**src/hdl/ddh_pkg.sv**
```systemverilog
// Shared types and constants for the double-hash key-value table.
// Holds operation, status and sequencer codes and the memory control group.
// No dependencies.
package ddh_pkg;

   localparam int DEF_TABLE_SIZE = 1021;
   localparam int DEF_KEY_BITS   = 32;
   localparam int DEF_VALUE_BITS = 32;
   localparam int COUNT_OUT_BITS = 10;
   localparam int DIGIT_BITS     = 4;

   typedef enum logic [1:0] {
      OP_INSERT = 2'd0,
      OP_REMOVE = 2'd1,
      OP_LOOKUP = 2'd2
   } op_type;

   typedef enum logic [2:0] {
      ST_INSERTED = 3'd0,
      ST_UPDATED  = 3'd1,
      ST_FULL     = 3'd2,
      ST_HIT      = 3'd3,
      ST_MISS     = 3'd4
   } status_type;

   typedef enum logic [2:0] {
      S_CLEAR,
      S_IDLE,
      S_HASH,
      S_START,
      S_PROBE_RD,
      S_PROBE_CHK,
      S_FINISH
   } state_type;

   typedef struct packed {
      logic rd_en;
      logic wr_en;
   } ram_ctl_type;

   typedef struct packed {
      logic       stop;
      logic       wr;
      logic       inc;
      logic       dec;
      status_type status;
   } decision_type;

endpackage

```
**src/hdl/ddh_mod_unit.sv**
```systemverilog
// Shared remainder unit: key mod TABLE_SIZE and key mod (TABLE_SIZE-2), DIGIT_BITS per cycle.
// Depends on ddh_pkg.
module ddh_mod_unit #(
   parameter int TABLE_SIZE = ddh_pkg::DEF_TABLE_SIZE,
   parameter int KEY_BITS   = ddh_pkg::DEF_KEY_BITS
) (
   input  logic                          clock,
   input  logic                          reset,
   input  logic                          start,
   input  logic [KEY_BITS-1:0]           key,
   output logic                          done,
   output logic [$clog2(TABLE_SIZE)-1:0] rem_first,
   output logic [$clog2(TABLE_SIZE)-1:0] rem_step
);
   localparam int RW     = $clog2(TABLE_SIZE);
   localparam int DIGITS = (KEY_BITS + ddh_pkg::DIGIT_BITS - 1) / ddh_pkg::DIGIT_BITS;
   localparam int PADW   = DIGITS * ddh_pkg::DIGIT_BITS;
   localparam int DCW    = $clog2(DIGITS + 1);
   localparam logic [RW:0] MOD_A = (RW+1)'(TABLE_SIZE);
   localparam logic [RW:0] MOD_B = (RW+1)'(TABLE_SIZE - 2);

   logic [PADW-1:0] shift_ff, shift_in;
   logic [RW-1:0]   rem_a_ff, rem_a_in, rem_b_ff, rem_b_in;
   logic [DCW-1:0]  cnt_ff, cnt_in;
   logic            busy_ff, busy_in, done_ff, done_in;

   always_comb begin
      logic [RW:0]   ta;
      logic [RW:0]   tb;
      logic [RW-1:0] ra;
      logic [RW-1:0] rb;
      ra = rem_a_ff;
      rb = rem_b_ff;
      for (int i = 0; i < ddh_pkg::DIGIT_BITS; i++) begin
         ta = {ra, shift_ff[PADW-1-i]};
         tb = {rb, shift_ff[PADW-1-i]};
         if (ta >= MOD_A) begin
            ta = ta - MOD_A;
         end
         if (tb >= MOD_B) begin
            tb = tb - MOD_B;
         end
         ra = ta[RW-1:0];
         rb = tb[RW-1:0];
      end
      shift_in = shift_ff;
      rem_a_in = rem_a_ff;
      rem_b_in = rem_b_ff;
      cnt_in   = cnt_ff;
      busy_in  = busy_ff;
      done_in  = 1'b0;
      if (start) begin
         shift_in = PADW'(key);
         rem_a_in = '0;
         rem_b_in = '0;
         cnt_in   = '0;
         busy_in  = 1'b1;
      end else if (busy_ff) begin
         shift_in = shift_ff << ddh_pkg::DIGIT_BITS;
         rem_a_in = ra;
         rem_b_in = rb;
         cnt_in   = cnt_ff + 1'b1;
         if (cnt_ff == DCW'(DIGITS - 1)) begin
            busy_in = 1'b0;
            done_in = 1'b1;
         end
      end
   end

   always_ff @(posedge clock) begin
      shift_ff <= shift_in;
      rem_a_ff <= rem_a_in;
      rem_b_ff <= rem_b_in;
      if (reset) begin
         cnt_ff  <= '0;
         busy_ff <= 1'b0;
         done_ff <= 1'b0;
      end else begin
         cnt_ff  <= cnt_in;
         busy_ff <= busy_in;
         done_ff <= done_in;
      end
   end

   assign done      = done_ff;
   assign rem_first = rem_a_ff;
   assign rem_step  = rem_b_ff;

endmodule

```
**config.mk**
```make
export PLATFORM = sky130hd
export DESIGN_NAME = ddh_mod_unit
export DESIGN_NICKNAME = d
export VERILOG_FILES = /design/src/hdl/ddh_pkg.sv /design/src/hdl/ddh_mod_unit.sv
export SDC_FILE = /design/constraint.sdc
export NUM_CORES = 1
export LEC_CHECK = 0
export BUFFER_PORTS_ARGS = -buffer_cell sky130_fd_sc_hd__buf_4
export CORE_ASPECT_RATIO = 1.2
export CORE_MARGIN = 8
export CORE_UTILIZATION = 29
export CTS_BUF_LIST = sky130_fd_sc_hd__clkbuf_16
export DETAILED_ROUTE_END_ITERATION = 16
export HOLD_SLACK_MARGIN = 0.06
export PLACE_DENSITY = 0.46
export SETUP_SLACK_MARGIN = 0.15
export SLEW_MARGIN = 15
export SYNTH_ARGS = -nofsm -noshare
export SYNTH_HDL_FRONTEND = slang
export SYNTH_SLANG_ARGS = --single-unit
```
**constraint.sdc**
```tcl
create_clock -name clock -period 5.48 [get_ports clock]
set_input_delay 1.096 -clock clock [delete_from_list [all_inputs] [get_ports clock]]
set_output_delay 1.096 -clock clock [all_outputs]
set_load 0.02 [all_outputs]
```
==> impl_metrics.xml <==
<?xml version="1.0" encoding="UTF-8"?>
<metrics>
  <group name="run_status">
    <metric name="run_status" unit="">finished clean</metric>
  </group>
  <group name="sta">
    <metric name="setup_tns" unit="ns">0</metric>
    <metric name="report.final.hold_viol_count" unit="">0</metric>
    <metric name="final-max-slew-violation-count" unit="">0</metric>
    <metric name="min_period" unit="ns">5.082</metric>
    <metric name="worstMarginPinSlew" unit="ns">0.7430</metric>
    <metric name="timing.clock.skew" unit="ns">0.004672</metric>
    <metric name="rsz0062_at_grt" unit="">no</metric>
    <metric name="max_slew_margin" unit="%">50.36</metric>
    <metric name="max_clock_freq" unit="MHz">196.8</metric>
    <metric name="min_period_over_period" unit="%">92.73</metric>
    <metric name="finalSetupViolations" unit="">0</metric>
  </group>
  <group name="route">
    <metric name="avgRoutedWirePerCell" unit="µm">18.29</metric>
    <metric name="drt_iter0_markers" unit="">468</metric>
    <metric name="via_count" unit="">5258</metric>
    <metric name="route.detailed.vias_per_inst" unit="">5.564</metric>
    <metric name="drt.antenna.violating_nets" unit="">0</metric>
    <metric name="detail_route.drc_violations" unit="">0</metric>
    <metric name="drtPass1Iterations" unit="">5</metric>
    <metric name="postRouteWirelength" unit="mm">17.29</metric>
  </group>
  <group name="global_routing">
    <metric name="gr-total-overflow" unit="">0</metric>
    <metric name="grt_antenna_before_repair" unit="">0</metric>
    <metric name="pin_count_of_the_biggest_net_entering_global_routing" unit="">43</metric>
    <metric name="grt_pass1_vias" unit="">5050</metric>
    <metric name="globalRouteTotalUtil" unit="%">14.37</metric>
    <metric name="grt_first_pass_wirelength" unit="mm">27.42</metric>
  </group>
  <group name="logic_synthesis">
    <metric name="syn-num-nets" unit="">664</metric>
    <metric name="synth.lib_cells_used.distinct" unit="">100</metric>
    <metric name="synth-warning-count" unit="">0</metric>
    <metric name="netlist_instances" unit="">622</metric>
    <metric name="seq_area_frac_synth" unit="%">27.08</metric>
    <metric name="synth_area" unit="µm²">5470</metric>
    <metric name="asyncSetResetFlopFracSynth" unit="%">0</metric>
    <metric name="synth-edff-count" unit="">32</metric>
    <metric name="ys.flop_type" unit="">edfxtp_1</metric>
    <metric name="avgSynthCellArea" unit="µm²">8.795</metric>
    <metric name="ys_ff_latch" unit="">58</metric>
  </group>
  <group name="worst_setup_path">
    <metric name="critical_path.startpoint_type" unit="">register</metric>
    <metric name="critical_path_end_type" unit="">register</metric>
    <metric name="timing.critical_path.required" unit="ns">5.70</metric>
    <metric name="path_class" unit="">reg -&gt; reg</metric>
    <metric name="timing.critical_path.arrival" unit="ns">5.30</metric>
    <metric name="worst-r2r-setup-slack" unit="ns">0.40</metric>
    <metric name="critical_path_peak_fanout" unit="">10</metric>
  </group>
  <group name="floorplanning">
    <metric name="die-area" unit="µm²">23530</metric>
    <metric name="die_h" unit="µm">166.5</metric>
    <metric name="initial_utilization" unit="%">29.33</metric>
    <metric name="placeableCoreArea" unit="µm²">18650</metric>
    <metric name="dieWidth" unit="µm">141.4</metric>
    <metric name="boundaryPins" unit="">56</metric>
    <metric name="fp-row-count" unit="">55</metric>
  </group>
  <group name="cts">
    <metric name="worst_skew_pair.late_latency" unit="ns">0.33</metric>
    <metric name="clk_pin_slew" unit="ns">0.06</metric>
    <metric name="total_cts_buffers" unit="">9</metric>
    <metric name="cts-htree-levels" unit="">3</metric>
    <metric name="tritoncts" unit="">yes</metric>
    <metric name="clk_root_buffer_cell" unit="">clkbuf_16</metric>
    <metric name="cts_max_path_buffers" unit="">2</metric>
    <metric name="postCtsHoldBufs" unit="">0</metric>
    <metric name="tritoncts_num_sinks" unit="">58</metric>
  </group>
  <group name="finish">
    <metric name="post_route_cells_drive_above_1_share" unit="%">28.59</metric>
    <metric name="mostFrequentLayoutCell" unit="">buf_4</metric>
    <metric name="syn_to_final_growth" unit="%">22.85</metric>
    <metric name="combined_area_of_the_multi_input_logic_cells" unit="µm²">3869</metric>
    <metric name="mostFrequentLayoutCells" unit="">buf_4 (89), nor2_1 (57), nand2_1 (46)</metric>
    <metric name="number_of_nets_in_the_finished_design" unit="">726</metric>
    <metric name="num_antenna_cells" unit="">0</metric>
    <metric name="area.sequential" unit="µm²">1490</metric>
    <metric name="num-fill-cells" unit="">1933</metric>
  </group>
  <group name="power">
    <metric name="ir_worst_vdd" unit="µV">222.5</metric>
    <metric name="report.power.total" unit="mW">1.649</metric>
    <metric name="power_density" unit="nW/µm²">245.3</metric>
    <metric name="standby_leakage_power" unit="nW">2.322</metric>
  </group>
  <group name="worst_hold_path">
    <metric name="hold_path_class" unit="">reg -&gt; reg</metric>
  </group>
  <group name="place">
    <metric name="place_congestion" unit="">0.8541</metric>
    <metric name="port_buffers" unit="">55</metric>
    <metric name="dp.final_hpwl" unit="mm">13.10</metric>
  </group>
  <group name="run">
    <metric name="timing.max_cap.violations" unit="">0</metric>
  </group>
</metrics>
[cell type report]
| class | count | share of cell area, % |
|---|---|---|
| Sequential cell | 58 | 22.17 |
| Multi-Input combinational cell | 514 | 57.57 |
| Clock inverter | 7 | 1.527 |
| Inverter | 12 | 0.6703 |
| Tap cell | 256 | 4.766 |
| Clock buffer | 9 | 3.351 |
| Timing Repair Buffer | 89 | 9.942 |
[synth_stat cells, drive strengths merged, types with 12 or more instances]
master	number	area, µm²
or3	12	85.08
nand2	46	172.7
buf	23	117.6
nand3	15	87.59
dfxtp	26	520.5
xor2	13	113.9
nor2	62	245.2
a21oi	22	121.4
edfxtp	32	960.9
clkbuf	15	56.30
xnor2	24	210.2
a211oi	14	137.6
o21ai	38	190.2
mux2	32	360.4
inv	12	45.04
mux2i	13	142.6
nor3	23	125.1
[stage by stage]
stage / hold slack [ns] / cells / utilization (%) / instance area (µm²) / setup WS (ns)
5_1_grt: 0.5588 / 945 / 36.03 / 6720 / 0.1713
6_report: 0.5206 / 945 / 36.03 / 6720 / 0.3982
4_1_cts: 0.5324 / 939 / 35.23 / 6570 / 0.1879
3_5_place_dp: 0.5199 / 923 / 33.47 / 6242 / 0.2127
3_3_place_gp: 0.5065 / 923 / 33.47 / 6242 / 0.2993
2_1_floorplan: 0.4832 / 622 / - / 5473 / 0.1870
[state kept, by name, summed over array words and instances, names as in the netlist]
register	cells
shift_ff	32
busy_ff	1
rem_step	10
rem_first	10
done	1
cnt_ff	4
[cell families after synthesis]
kind of cell / after synthesis / share of synthesized area [%]
buf+inv: 50 / 4.003
flops: 58 / 27.08
fa+ha+maj: 9 / 1.967
mux: 45 / 9.195
compound gates: 196 / 28.98
simple gates: 227 / 22.85
xor+xnor: 37 / 5.924
[power breakdown]
group / internal [mW] / switching [mW] / leakage (nW)
clock network: 0.401 / 0.215 / 0.156
registers: 0.503 / 0.0350 / 0.539
logic: 0.203 / 0.290 / 1.63
[path summary, 6_finish.rpt]
kind                         endpoint                     start  cells after the start
min            cnt_ff[3]$_SDFFE_PP0P_    cnt_ff[3]$_SDFFE_PP0P_                      2
max          rem_step[7]$_SDFFE_PP0P_  rem_step[0]$_SDFFE_PP0P_                     19
min reg2reg    cnt_ff[3]$_SDFFE_PP0P_    cnt_ff[3]$_SDFFE_PP0P_                      2
max reg2reg  rem_step[7]$_SDFFE_PP0P_  rem_step[0]$_SDFFE_PP0P_                     19
[layer usage]
layer | part of all wire, % | vias up | GRT usage [%]
li1 | - | 2543 | -
met1 | 44 | 2518 | 18.44
met2 | 48 | 181 | 23.66
met3 | 6.2 | 16 | 3.089
met4 | 1.2 | 0 | 4.165
met5 | 0 | - | 0
[worst max-delay path, cell delays in order, from the launching register on]
cell,delay [ns]
dfxtp_4,0.42
ha_2,0.23
buf_4,0.17
o21ai_0,0.15
o41a_1,0.50
or3_4,0.38
a211oi_4,0.23
o21ai_0,0.14
and2_2,0.24
ha_1,0.22
a31o_1,0.23
nor2_4,0.13
a211oi_2,0.09
buf_4,0.17
o311a_4,0.39
or3b_4,0.42
nor2_4,0.15
a21boi_4,0.10
or3_1,0.35
a32o_1,0.25
[repair_timing]
action / CTS / global route
setup buffers: 0 / 6
endpoints found under the setup margin: 0 / 13
resized for setup: 0 / 23
No activity file was read; power rests on OpenSTA's default activity.
